--- src/rtl/core/waveform_pos_neg_mean_decimator_defines.svh ---
// ----------------------------------------------------------------------------
// waveform pos/neg mean decimator assertion macros
// implication checks on a clock with synchronous reset disable
// ----------------------------------------------------------------------------
`ifndef WAVEFORM_POS_NEG_MEAN_DECIMATOR_DEFINES_SVH
`define WAVEFORM_POS_NEG_MEAN_DECIMATOR_DEFINES_SVH

`ifndef ASSERT_OFF

// same-cycle implication
`define WFPNM_ASSERT_SAME(label, clk, rst, ante, cons) \
  label: assert property (@(posedge clk) disable iff (rst) (ante) |-> (cons)) \
    else $error("wfpnm assertion failed");

// next-cycle implication
`define WFPNM_ASSERT_NEXT(label, clk, rst, ante, cons) \
  label: assert property (@(posedge clk) disable iff (rst) (ante) |=> (cons)) \
    else $error("wfpnm assertion failed");

`else

`define WFPNM_ASSERT_SAME(label, clk, rst, ante, cons)
`define WFPNM_ASSERT_NEXT(label, clk, rst, ante, cons)

`endif

`endif

--- src/rtl/core/wfpnm_pkg.sv ---
// ----------------------------------------------------------------------------
// wfpnm_pkg
// shared widths, constants and types of the waveform pos/neg mean decimator
// ----------------------------------------------------------------------------
package wfpnm_pkg;

  // overview resolution: one block per two columns of the raw stride
  localparam int NUM_BLOCKS  = 2048;
  localparam int BLOCKS      = NUM_BLOCKS / 2;
  localparam int BLOCK_SHIFT = $clog2(BLOCKS);
  localparam int BLK_CNT_W   = $clog2(BLOCKS + 1);

  // field widths
  localparam int SAMPLE_W    = 16;
  localparam int MEAN_W      = 16;
  localparam int CFG_W       = 32;
  localparam int BLK_IDX_W   = 11;
  localparam int BSIZE_OUT_W = 21;

  // block size is the register shifted down, counters follow its width
  localparam int CNT_W       = CFG_W - BLOCK_SHIFT;
  localparam int SUM_W       = 40;

  localparam logic [CFG_W-1:0] SAMPLE_COUNT_RST = CFG_W'(2048);

  // divider step counter
  localparam int STEP_W      = $clog2(MEAN_W);

  typedef enum logic [2:0] {
    S_IDLE,
    S_ACCUM,
    S_POS_GO,
    S_POS_DIV,
    S_POS_OUT,
    S_NEG_GO,
    S_NEG_DIV,
    S_NEG_OUT
  } state_t;

  // divider request and status
  typedef struct packed {
    logic start;
    logic negate;
  } div_req_t;

  typedef struct packed {
    logic busy;
    logic done;
  } div_stat_t;

endpackage

--- src/rtl/core/waveform_pos_neg_mean_decimator.sv ---
// ----------------------------------------------------------------------------
// waveform_pos_neg_mean_decimator
// per-block means of non-negative and negative samples for a waveform overview
// ----------------------------------------------------------------------------
//
//  channel  signals                                        direction
//  -------  ---------------------------------------------  ---------
//  cfg      cfg_valid cfg_ready cfg_data                   in
//  in       in_valid in_ready sample first                 in
//  out      out_valid out_ready mean is_negative_half      out
//           block_index block_size_out last waveform_done
//
//  a sample that does not close a block is accepted, then accumulated
//  a closing sample also yields both means, held back by output stalls: both means go
//  through the one restoring divider, 16 quotient bits each, then wait for out_ready
//  samples after the final block are accepted and dropped
//  synchronous reset restores sample_count to 2048 and clears all progress
//  in_ready and cfg_ready are low while a sample is processed or a mean waits
//
module waveform_pos_neg_mean_decimator import wfpnm_pkg::*; (
  input  logic                          clk,
  input  logic                          rst,
  // configuration
  input  logic                          cfg_valid,
  output logic                          cfg_ready,
  input  logic        [CFG_W-1:0]       cfg_data,
  // input items
  input  logic                          in_valid,
  output logic                          in_ready,
  input  logic signed [SAMPLE_W-1:0]    sample,
  input  logic                          first,
  // result items
  output logic                          out_valid,
  input  logic                          out_ready,
  output logic signed [MEAN_W-1:0]      mean,
  output logic                          is_negative_half,
  output logic        [BLK_IDX_W-1:0]   block_index,
  output logic        [BSIZE_OUT_W-1:0] block_size_out,
  output logic                          last,
  output logic                          waveform_done
);

`include "waveform_pos_neg_mean_decimator_defines.svh"

  state_t state, state_next;

  logic        [CFG_W-1:0]     sample_count;
  logic signed [SAMPLE_W-1:0]  sample_r;
  logic                        first_r;

  logic signed [SUM_W-1:0]     positive_sum;
  logic signed [SUM_W-1:0]     negative_sum;
  logic        [CNT_W-1:0]     positive_count;
  logic        [CNT_W-1:0]     negative_count;
  logic        [CNT_W-1:0]     samples_in_block;
  logic        [BLK_CNT_W-1:0] blocks_done;

  logic signed [SUM_W-1:0]     positive_sum_next;
  logic signed [SUM_W-1:0]     negative_sum_next;
  logic        [CNT_W-1:0]     positive_count_next;
  logic        [CNT_W-1:0]     negative_count_next;
  logic        [CNT_W-1:0]     samples_in_block_next;
  logic        [BLK_CNT_W-1:0] blocks_done_next;

  logic signed [SUM_W-1:0]     pos_base;
  logic signed [SUM_W-1:0]     neg_base;
  logic        [CNT_W-1:0]     pos_cnt_base;
  logic        [CNT_W-1:0]     neg_cnt_base;
  logic        [CNT_W-1:0]     sib_base;
  logic        [BLK_CNT_W-1:0] blk_base;
  logic signed [SUM_W-1:0]     sample_ext;

  logic        [CNT_W-1:0]     bsize_raw;
  logic        [CNT_W-1:0]     bsize;

  div_req_t                    div_req;
  div_stat_t                   div_stat;
  logic signed [SUM_W-1:0]     div_dividend;
  logic        [CNT_W-1:0]     div_divisor;
  logic signed [MEAN_W-1:0]    div_result;

  logic                        out_xfer;

  // block size from the register, zero quotient counts as one
  assign bsize_raw = sample_count[CFG_W-1:BLOCK_SHIFT];
  assign bsize     = (bsize_raw == '0) ? CNT_W'(1) : bsize_raw;

  // configuration register, written only between samples
  assign cfg_ready = (state == S_IDLE);

  always_ff @(posedge clk) begin
    if (rst) begin
      sample_count <= SAMPLE_COUNT_RST;
    end else if (cfg_valid && cfg_ready) begin
      sample_count <= cfg_data;
    end
  end

  // input holding register
  always_ff @(posedge clk) begin
    if (in_valid && in_ready) begin
      sample_r <= sample;
      first_r  <= first;
    end
  end

  // accumulation: first flag clears progress before the sample is added
  always_comb begin
    pos_base     = first_r ? '0 : positive_sum;
    neg_base     = first_r ? '0 : negative_sum;
    pos_cnt_base = first_r ? '0 : positive_count;
    neg_cnt_base = first_r ? '0 : negative_count;
    sib_base     = first_r ? '0 : samples_in_block;
    blk_base     = first_r ? '0 : blocks_done;
    sample_ext   = {{(SUM_W-SAMPLE_W){sample_r[SAMPLE_W-1]}}, sample_r};

    positive_sum_next     = positive_sum;
    negative_sum_next     = negative_sum;
    positive_count_next   = positive_count;
    negative_count_next   = negative_count;
    samples_in_block_next = samples_in_block;
    blocks_done_next      = blocks_done;

    if (state == S_ACCUM) begin
      positive_sum_next     = pos_base;
      negative_sum_next     = neg_base;
      positive_count_next   = pos_cnt_base;
      negative_count_next   = neg_cnt_base;
      samples_in_block_next = sib_base;
      blocks_done_next      = blk_base;
      if (blk_base < BLK_CNT_W'(BLOCKS)) begin
        if (!sample_r[SAMPLE_W-1]) begin
          positive_sum_next   = pos_base + sample_ext;
          positive_count_next = pos_cnt_base + CNT_W'(1);
        end else begin
          negative_sum_next   = neg_base + sample_ext;
          negative_count_next = neg_cnt_base + CNT_W'(1);
        end
        samples_in_block_next = sib_base + CNT_W'(1);
      end
    end else if ((state == S_NEG_OUT) && out_ready) begin
      // block closed: clear and move on
      positive_sum_next     = '0;
      negative_sum_next     = '0;
      positive_count_next   = '0;
      negative_count_next   = '0;
      samples_in_block_next = '0;
      blocks_done_next      = blocks_done + BLK_CNT_W'(1);
    end
  end

  always_ff @(posedge clk) begin
    if (rst) begin
      positive_sum     <= '0;
      negative_sum     <= '0;
      positive_count   <= '0;
      negative_count   <= '0;
      samples_in_block <= '0;
      blocks_done      <= '0;
    end else begin
      positive_sum     <= positive_sum_next;
      negative_sum     <= negative_sum_next;
      positive_count   <= positive_count_next;
      negative_count   <= negative_count_next;
      samples_in_block <= samples_in_block_next;
      blocks_done      <= blocks_done_next;
    end
  end

  // sequencer state register
  always_ff @(posedge clk) begin
    if (rst) begin
      state <= S_IDLE;
    end else begin
      state <= state_next;
    end
  end

  // sequencer next state and divider requests
  always_comb begin
    state_next     = state;
    div_req.start  = 1'b0;
    div_req.negate = 1'b0;
    div_dividend   = positive_sum;
    div_divisor    = positive_count;
    case (state)
      S_IDLE: begin
        if (in_valid) begin
          state_next = S_ACCUM;
        end
      end
      S_ACCUM: begin
        if ((blk_base < BLK_CNT_W'(BLOCKS)) && (samples_in_block_next >= bsize)) begin
          state_next = S_POS_GO;
        end else begin
          state_next = S_IDLE;
        end
      end
      S_POS_GO: begin
        div_req.start = 1'b1;
        state_next    = S_POS_DIV;
      end
      S_POS_DIV: begin
        if (div_stat.done) begin
          state_next = S_POS_OUT;
        end
      end
      S_POS_OUT: begin
        if (out_ready) begin
          state_next = S_NEG_GO;
        end
      end
      S_NEG_GO: begin
        div_req.start  = 1'b1;
        div_req.negate = 1'b1;
        div_dividend   = negative_sum;
        div_divisor    = negative_count;
        state_next     = S_NEG_DIV;
      end
      S_NEG_DIV: begin
        if (div_stat.done) begin
          state_next = S_NEG_OUT;
        end
      end
      S_NEG_OUT: begin
        if (out_ready) begin
          state_next = S_IDLE;
        end
      end
      default: begin
        state_next = S_IDLE;
      end
    endcase
  end

  // shared divider for both halves
  wfpnm_div u_div (
    .clk      (clk),
    .rst      (rst),
    .req      (div_req),
    .dividend (div_dividend),
    .divisor  (div_divisor),
    .stat     (div_stat),
    .result   (div_result)
  );

  // outputs, held steady by the waiting states
  assign in_ready         = (state == S_IDLE);
  assign out_valid        = (state == S_POS_OUT) || (state == S_NEG_OUT);
  assign mean             = div_result;
  assign is_negative_half = (state == S_NEG_OUT);
  assign last             = (state == S_NEG_OUT);
  assign block_index      = BLK_IDX_W'(blocks_done);
  assign block_size_out   = bsize[CNT_W-1:BSIZE_OUT_W] != '0 ? '1 : bsize[BSIZE_OUT_W-1:0];
  assign waveform_done    = (blocks_done == BLK_CNT_W'(BLOCKS - 1));

  assign out_xfer = out_valid && out_ready;

  // checks
  `WFPNM_ASSERT_SAME(a_no_accept_while_out, clk, rst, out_valid, !in_ready && !div_stat.busy)
  `WFPNM_ASSERT_NEXT(a_pair_end_ready, clk, rst, out_xfer && last, in_ready)
  `WFPNM_ASSERT_NEXT(a_first_half_then_divide, clk, rst, out_xfer && !last, !out_valid)
  `WFPNM_ASSERT_SAME(a_blocks_in_range, clk, rst, 1'b1, blocks_done <= BLK_CNT_W'(BLOCKS))

endmodule

--- src/rtl/core/wfpnm_div.sv ---
// ----------------------------------------------------------------------------
// wfpnm_div
// restoring divider, one quotient bit a cycle, signed result truncated to zero
// ----------------------------------------------------------------------------
module wfpnm_div import wfpnm_pkg::*; (
  input  logic                     clk,
  input  logic                     rst,
  input  div_req_t                 req,
  input  logic signed [SUM_W-1:0]  dividend,
  input  logic        [CNT_W-1:0]  divisor,
  output div_stat_t                stat,
  output logic signed [MEAN_W-1:0] result
);

  logic [SUM_W-1:0]  rem;
  logic [SUM_W-1:0]  dsh;
  logic [MEAN_W-1:0] quo;
  logic [STEP_W-1:0] step;
  logic              negate;
  logic              zero_div;
  logic              busy;
  logic              done;

  logic [SUM_W:0]    diff;
  logic [MEAN_W-1:0] quo_next;

  // one trial subtraction of the shifted divisor
  always_comb begin
    diff = {1'b0, rem} - {1'b0, dsh};
    if (!diff[SUM_W]) begin
      quo_next = {quo[MEAN_W-2:0], 1'b1};
    end else begin
      quo_next = {quo[MEAN_W-2:0], 1'b0};
    end
  end

  // control
  always_ff @(posedge clk) begin
    if (rst) begin
      busy <= 1'b0;
      done <= 1'b0;
    end else begin
      done <= 1'b0;
      if (req.start) begin
        busy <= 1'b1;
      end else if (busy && (step == '0)) begin
        busy <= 1'b0;
        done <= 1'b1;
      end
    end
  end

  // datapath
  always_ff @(posedge clk) begin
    if (req.start) begin
      rem      <= req.negate ? (SUM_W'(0) - dividend) : dividend;
      dsh      <= SUM_W'(divisor) << (MEAN_W - 1);
      quo      <= '0;
      step     <= STEP_W'(MEAN_W - 1);
      negate   <= req.negate;
      zero_div <= (divisor == '0);
    end else if (busy) begin
      if (!diff[SUM_W]) begin
        rem <= diff[SUM_W-1:0];
      end
      dsh  <= dsh >> 1;
      quo  <= quo_next;
      step <= step - STEP_W'(1);
      // last step: fix sign, empty half reads as zero
      if (step == '0) begin
        if (zero_div) begin
          result <= '0;
        end else if (negate) begin
          result <= MEAN_W'(0) - quo_next;
        end else begin
          result <= quo_next;
        end
      end
    end
  end

  assign stat.busy = busy;
  assign stat.done = done;

endmodule
--- config.mk ---
export PLATFORM = sky130hd
export DESIGN_NAME = waveform_pos_neg_mean_decimator
export DESIGN_NICKNAME = d
export VERILOG_FILES = /design/src/rtl/core/wfpnm_pkg.sv /design/src/rtl/core/waveform_pos_neg_mean_decimator.sv /design/src/rtl/core/wfpnm_div.sv
export VERILOG_INCLUDE_DIRS = /design/src /design/src/rtl/core
export SDC_FILE = /design/constraint.sdc
export NUM_CORES = 1
export LEC_CHECK = 0
export ABC_AREA = 1
export BUFFER_PORTS_ARGS = -buffer_cell sky130_fd_sc_hd__buf_2
export CAP_MARGIN = 20
export CORE_ASPECT_RATIO = 1.4
export CORE_UTILIZATION = 35
export DETAILED_ROUTE_END_ITERATION = 8
export SKIP_CTS_REPAIR_TIMING = 1
export SLEW_MARGIN = 5
export SYNTH_ARGS = -nofsm -noshare
export SYNTH_HDL_FRONTEND = slang
export SYNTH_SLANG_ARGS = --single-unit
--- constraint.sdc ---
create_clock -name clk -period 13.45 [get_ports clk]
set_input_delay 0.6725 -clock clk [delete_from_list [all_inputs] [get_ports clk]]
set_output_delay 0.6725 -clock clk [all_outputs]
set_load 0.03 [all_outputs]
Word-level counts from Yosys, hierarchy flattened
Index checks and enable logic that the tools add are counted.
Cells by class
  equal/unequal tests: 14
  bitwise logic cells: 1
  mux-type cells: 49
  $lt $le $gt $ge: 2
  reductions and logical operators: 18
  add/sub/neg operators: 10
Operators by type and width (number)
  $mux W40: 14
  $mux W22: 15
  $add A40 B16 Y40: 2
  $mux W37: 2
  $add A22 B1 Y22 const B: 3
  $logic_not A22 Y1: 2
  $sub A40 B37 Y41: 1
  $sub A1 B40 Y40 const A: 1
  $mux W11: 3
  $pmux W3 S8: 1
  $ge A22 B22 Y1: 1
  $mux W21: 1
  $mux W16: 1
  $sub A1 B16 Y16 const A: 1
  $mux W3: 5
  $eq A3 B3 Y1 const B: 4
  $add A11 B1 Y11 const B: 1
  $eq A11 B10 Y1 const B: 1
  $lt A11 B11 Y1 const B: 1
  $eq A3 B2 Y1 const B: 2
  $mux W1: 6
  $ne A2 B1 Y1 const B: 3
  $ne A2 B2 Y1 const B: 3
  $reduce_bool A2 Y1: 3
  other kinds (12): 17
Word-level totals
  input bits: 54
  register bits after elaboration: 325

Logic depth before layout (Yosys ltp)
  word-level depth: 8
  gate-level depth with buffers: 25
  mapped depth without buffers: 23

Hierarchy
A second synthesis with hierarchy kept.
Second synthesis, totals
  cells, all modules: 4316
  area total of the unflattened synthesis: 26197.6 µm²
Modules (own cells, without submodules)
  waveform_pos_neg_mean_decimator: area an instance 17720.7 µm², sequential area each 4154.0 µm², cells an instance 3111, instances 1
  wfpnm_div: area an instance 8476.9 µm², sequential area each 3123.0 µm², cells an instance 1205, instances 1

Least setup slack after synthesis
No wires, ideal clock.
  path type: reg-to-reg
  start: register u_div.rem[0]
  end: register u_div.rem[0] (enable)
  required time: 12.957 ns
  clock period less this slack: 5.043 ns
  path buffers: 0
  arrival time: 4.550 ns
  setup time: 0.493 ns
  path slack: 8.407 ns
  stages on the path, launching flop included: 15
  path through: edfxtp_1 -> inv_1 -> ha_1 -> fa_1 -> inv_1 -> nand2_1 -> nand2_1 -> nand3_1 -> nand2_1 -> nand2_1 -> nand3_1 -> nand2_1 -> nand2_1 -> inv_1 -> o21ai_0
On the way
  cells in the longest elaborated chain, start to end: 3
RTL lines
  start: declaration: line wfpnm_div.sv:15  | logic [SUM_W-1:0] rem;
  start signal: assignment: line wfpnm_div.sv:56  | rem <= req.negate ? (SUM_W'(0) - dividend) : dividend;
  start signal: assignment: line wfpnm_div.sv:64  | rem <= diff[SUM_W-1:0];
  $sub A40 B37 Y41: line wfpnm_div.sv:29  | diff = {1'b0, rem} - {1'b0, dsh};
  $ne A2 B2 Y1 (no source line)
  $reduce_and A2 Y1 (no source line)
No other way between the ends.
A chain may end at the register's enable or synchronous reset.

Worst setup path after layout
  start: register state[0]
  end: register state[1]
On the way
  cells in the longest elaborated chain, start to end: 8
  elaborated cells between the ends (all ways): 21
RTL lines
  start: declaration: line waveform_pos_neg_mean_decimator.sv:45  | state_t state, state_next;
  start signal: assignment: line waveform_pos_neg_mean_decimator.sv:175  | state <= state_next;
  $eq A3 B3 Y1: line waveform_pos_neg_mean_decimator.sv:141  | end else if ((state == S_NEG_OUT) && out_ready) begin
  $logic_and A1 B1 Y1: line waveform_pos_neg_mean_decimator.sv:141
  $mux W22: line waveform_pos_neg_mean_decimator.sv:141
  $mux W22 (*): line waveform_pos_neg_mean_decimator.sv:124  | if (state == S_ACCUM) begin
  named net samples_in_block_next[1]: line waveform_pos_neg_mean_decimator.sv:62  | logic [CNT_W-1:0] samples_in_block_next;
  $ge A22 B22 Y1 (*): line waveform_pos_neg_mean_decimator.sv:193  | if ((blk_base < BLK_CNT_W'(BLOCKS)) && (samples_in_block_next >= bsize)) begin
  $logic_and A1 B1 Y1 (*): line waveform_pos_neg_mean_decimator.sv:193
  $mux W2 (*): line waveform_pos_neg_mean_decimator.sv:193
  $pmux W3 S8 (*): line waveform_pos_neg_mean_decimator.sv:186  | case (state)
The timed path passes the listed nets; every way through them passes the cells marked *.

==> reports/metrics.yaml <==
critical_path:
  arrival_ps: 6070
  worstSetupPathType: "register to register"
  cpPeakStageDelay_ps: 990
  cp_slowest_cell: "dfxtp_1"
  crit_chain: "inv_2 -> nor2_4 -> inv_2 -> nor2_4 -> buf_4 -> inv_2 -> nor2_1 -> nor2_1 -> a22o_1 -> ha_1 -> inv_1 -> nor2_1 -> o21ai_0 -> o211ai_1 -> nand4_1 -> nand4_1 -> nand3_1 -> a21oi_1"
  worstSetupEndpointType: "register"
  critPathLaunchType: "register"
  required_ps: 13930
  crit_fanout: 51
final_layout:
  nets: 4331
  final_common_cell: "nand2_1"
  seqCellArea_um2: 7277
  multi_input_area_um2: 15620
  layout-drive-gt1-share_pct: 5.915
  area_delta_synth_final_pct: 10.02
  fin_util_pct: 39.06
  layout_common_cells: "1120 x nand2_1, 526 x inv_1, 460 x nor2_1"
  fillers: 7968
logic_synthesis:
  ys_types: 56
  synth.cell_area_um2: 25500
  synth-edff-count: 97
  ys_seq_elements: 315
  ys.flop_type: "dfxtp_1"
  ys_warn_count: 0
  postSynthAreaPerCell_um2: 6.221
  syn_nets: 4302
  syn_inst: 4100
  yosysSeqAreaShare_pct: 28.53
  async_reset_ff_share_pct: 0
route:
  drc: 0
  wl_per_cell_um: 17.33
  dr.first_iter.drc_count: 1743
  route.vias.total: 26550
  ant_nets: 0
  wl_um: 88450
  drt-vias-per-instance: 5.202
  drt_first_pass_iters: 8
status:
  status: "finished, final reports clean"
pwr:
  powerDensity_nw_per_um2: 227.9
  leakage_nw: 12.76
  max-vdd-ir-drop_mv: 0.1662
global_routing:
  grtUsageMet2_pct: 42.87
  met1_usage_pct: 26.35
  grt_pass1_wl_um: 137500
  antenna_found_initial: 1
  grtUsageMet3_pct: 2.465
  grt-busiest-layer: "met2"
  grt_usage_pct: 23.54
  grt_pass1_vias: 25790
  grt_max_degree: 81
  grt_remaining_overflow: 0
sta:
  layout_min_cycle_time_ps: 5582
  relSlewSlack_pct: 31.91
  grt_setup_unrepaired: "no"
  slew_viol_final: 0
  hold_viol_final: 0
  fmax_ghz: 0.1792
  finalSetupTns_ps: 0
  post-route-period-util_pct: 41.50
  report.final.setup_viol: 0
  skew_ps: 44.25
  whs_ps: 238.4
  setup_ws_ps: 7868
  worst_pin_slew_ps: 1020
floorplanning:
  die-height_um: 321.4
  die_area_um2: 73970
  row_count: 116
  core_region_area_um2: 71840
  ios: 108
  fp.dieW_um: 230.1
  initial_core_util_pct: 35.50
place:
  dpl_worst_slack_ps: 7905
  place.gp.congestion: 0.9864
  place_hpwl_um: 67530
  io_buffers: 97
clock_tree:
  cts_htree_levels: 2
  cts_sinks: 315
  cts_tree: "built"
  clock-root-buffer: "clkbuf_16"
  cts_buffer_depth: 3
  numCtsBuffers: 38
  clkTransAtPathRegs_ps: 70
  insertion_delay_ps: 600
job:
  maxCapViolCount: 0
worst_hold_path:
  hp-class: "input pin to register"
==> metrics by stage <==
step	area [µm²]	power (mW)	instances
final	28060	6.394	5104
after global routing	28060	6.896	5104
after CTS	28020	6.374	5101
after detailed placement	26770	5.287	5031
after global placement	26770	5.266	5031
after floorplan	25500	4.191	4100
==> power by group <==
group / switching [mW] / internal (mW)
logic: 2.72 / 1.13
clock network: 0.453 / 0.604
registers: 0.159 / 1.32
total: 3.33 / 3.06
==> final timing paths <==
check	startpoint	endpoint	slack [ps]	cells after the start
setup / recovery	state[0]	state[1]	7870	18
hold / removal	first	first_r	240	1
setup reg to reg	state[0]	state[1]	7870	18
hold reg to reg	negative_sum[1]	negative_sum[1]	460	2
==> routing by layer <==
layer  share of wire (%)  vias to the layer above
li1                    -                    13590
met1                  40                    12050
met3                 4.1                      231
met2                  50                      680
met5                   0                        -
met4                 6.0                        0
==> cell usage after synthesis, drive strengths merged, types with 15 or more instances <==
cell	number	area [µm²]
nand2	1127	4253
inv	538	2022
nor2	490	1953
a21oi	433	2167
o21ai	267	1340
nand3	264	1346
dfxtp	218	4364
ha	145	1814
edfxtp	97	2913
clkbuf	82	307.8
nand4	73	456.7
nor3	56	306.5
buf	52	310.3
o22ai	52	325.3
xor2	37	324.1
xnor2	25	219.0
o211ai	24	180.2
o21bai	18	135.1
a31oi	17	106.4
nor4	17	106.4
a21o	15	112.6
==> cell families (layout without fill, tap and decap cells) <==
kind of cell	count (synthesis)	in the layout	synth area share (%)
DFF	315	315	28.53
AOI/OAI and AO/OA	855	855	18.01
adders and majority gates	148	148	7.349
and+or+nand+nor	2046	2046	33.55
buffers and inverters	672	731	10.35
muxes	2	2	0.07850
other	0	1	0
xor gates and xnor gates	62	62	2.129
==> worst max-delay path, delay by kind of cell (launching register included) <==
kind	cells	cell delay, ps
AND/OR/NAND/NOR	8	2360
buffers and inverters	5	1140
AO/OA/AOI/OAI	4	640
flip-flops	1	990
adder cells (fa/ha/maj)	1	310
==> state kept, by name, summed over array words and instances, names as in the netlist <==
name,flops
samples_in_block,22
u_div.done,1
u_div.rem,40
first_r,1
negative_count,22
positive_sum,40
u_div.dsh,37
u_div.zero_div,1
u_div.quo,15
positive_count,22
block_index,11
u_div.result,16
u_div.busy,1
sample_count,22
u_div.negate,1
negative_sum,40
u_div.step,4
sample_r,16
state,3
==> final cells by class <==
class / count / area share (%)
repair buffers: 123 / 2.533
multi-input cells: 3113 / 55.66
inverters: 538 / 7.206
flip-flops and latches: 315 / 25.93
clock inverters: 18 / 0.6198
diodes: 1 / 0.008918
well taps: 944 / 4.209
clock buffers: 52 / 3.830
Note: power is estimated with default switching activity, not from simulation.
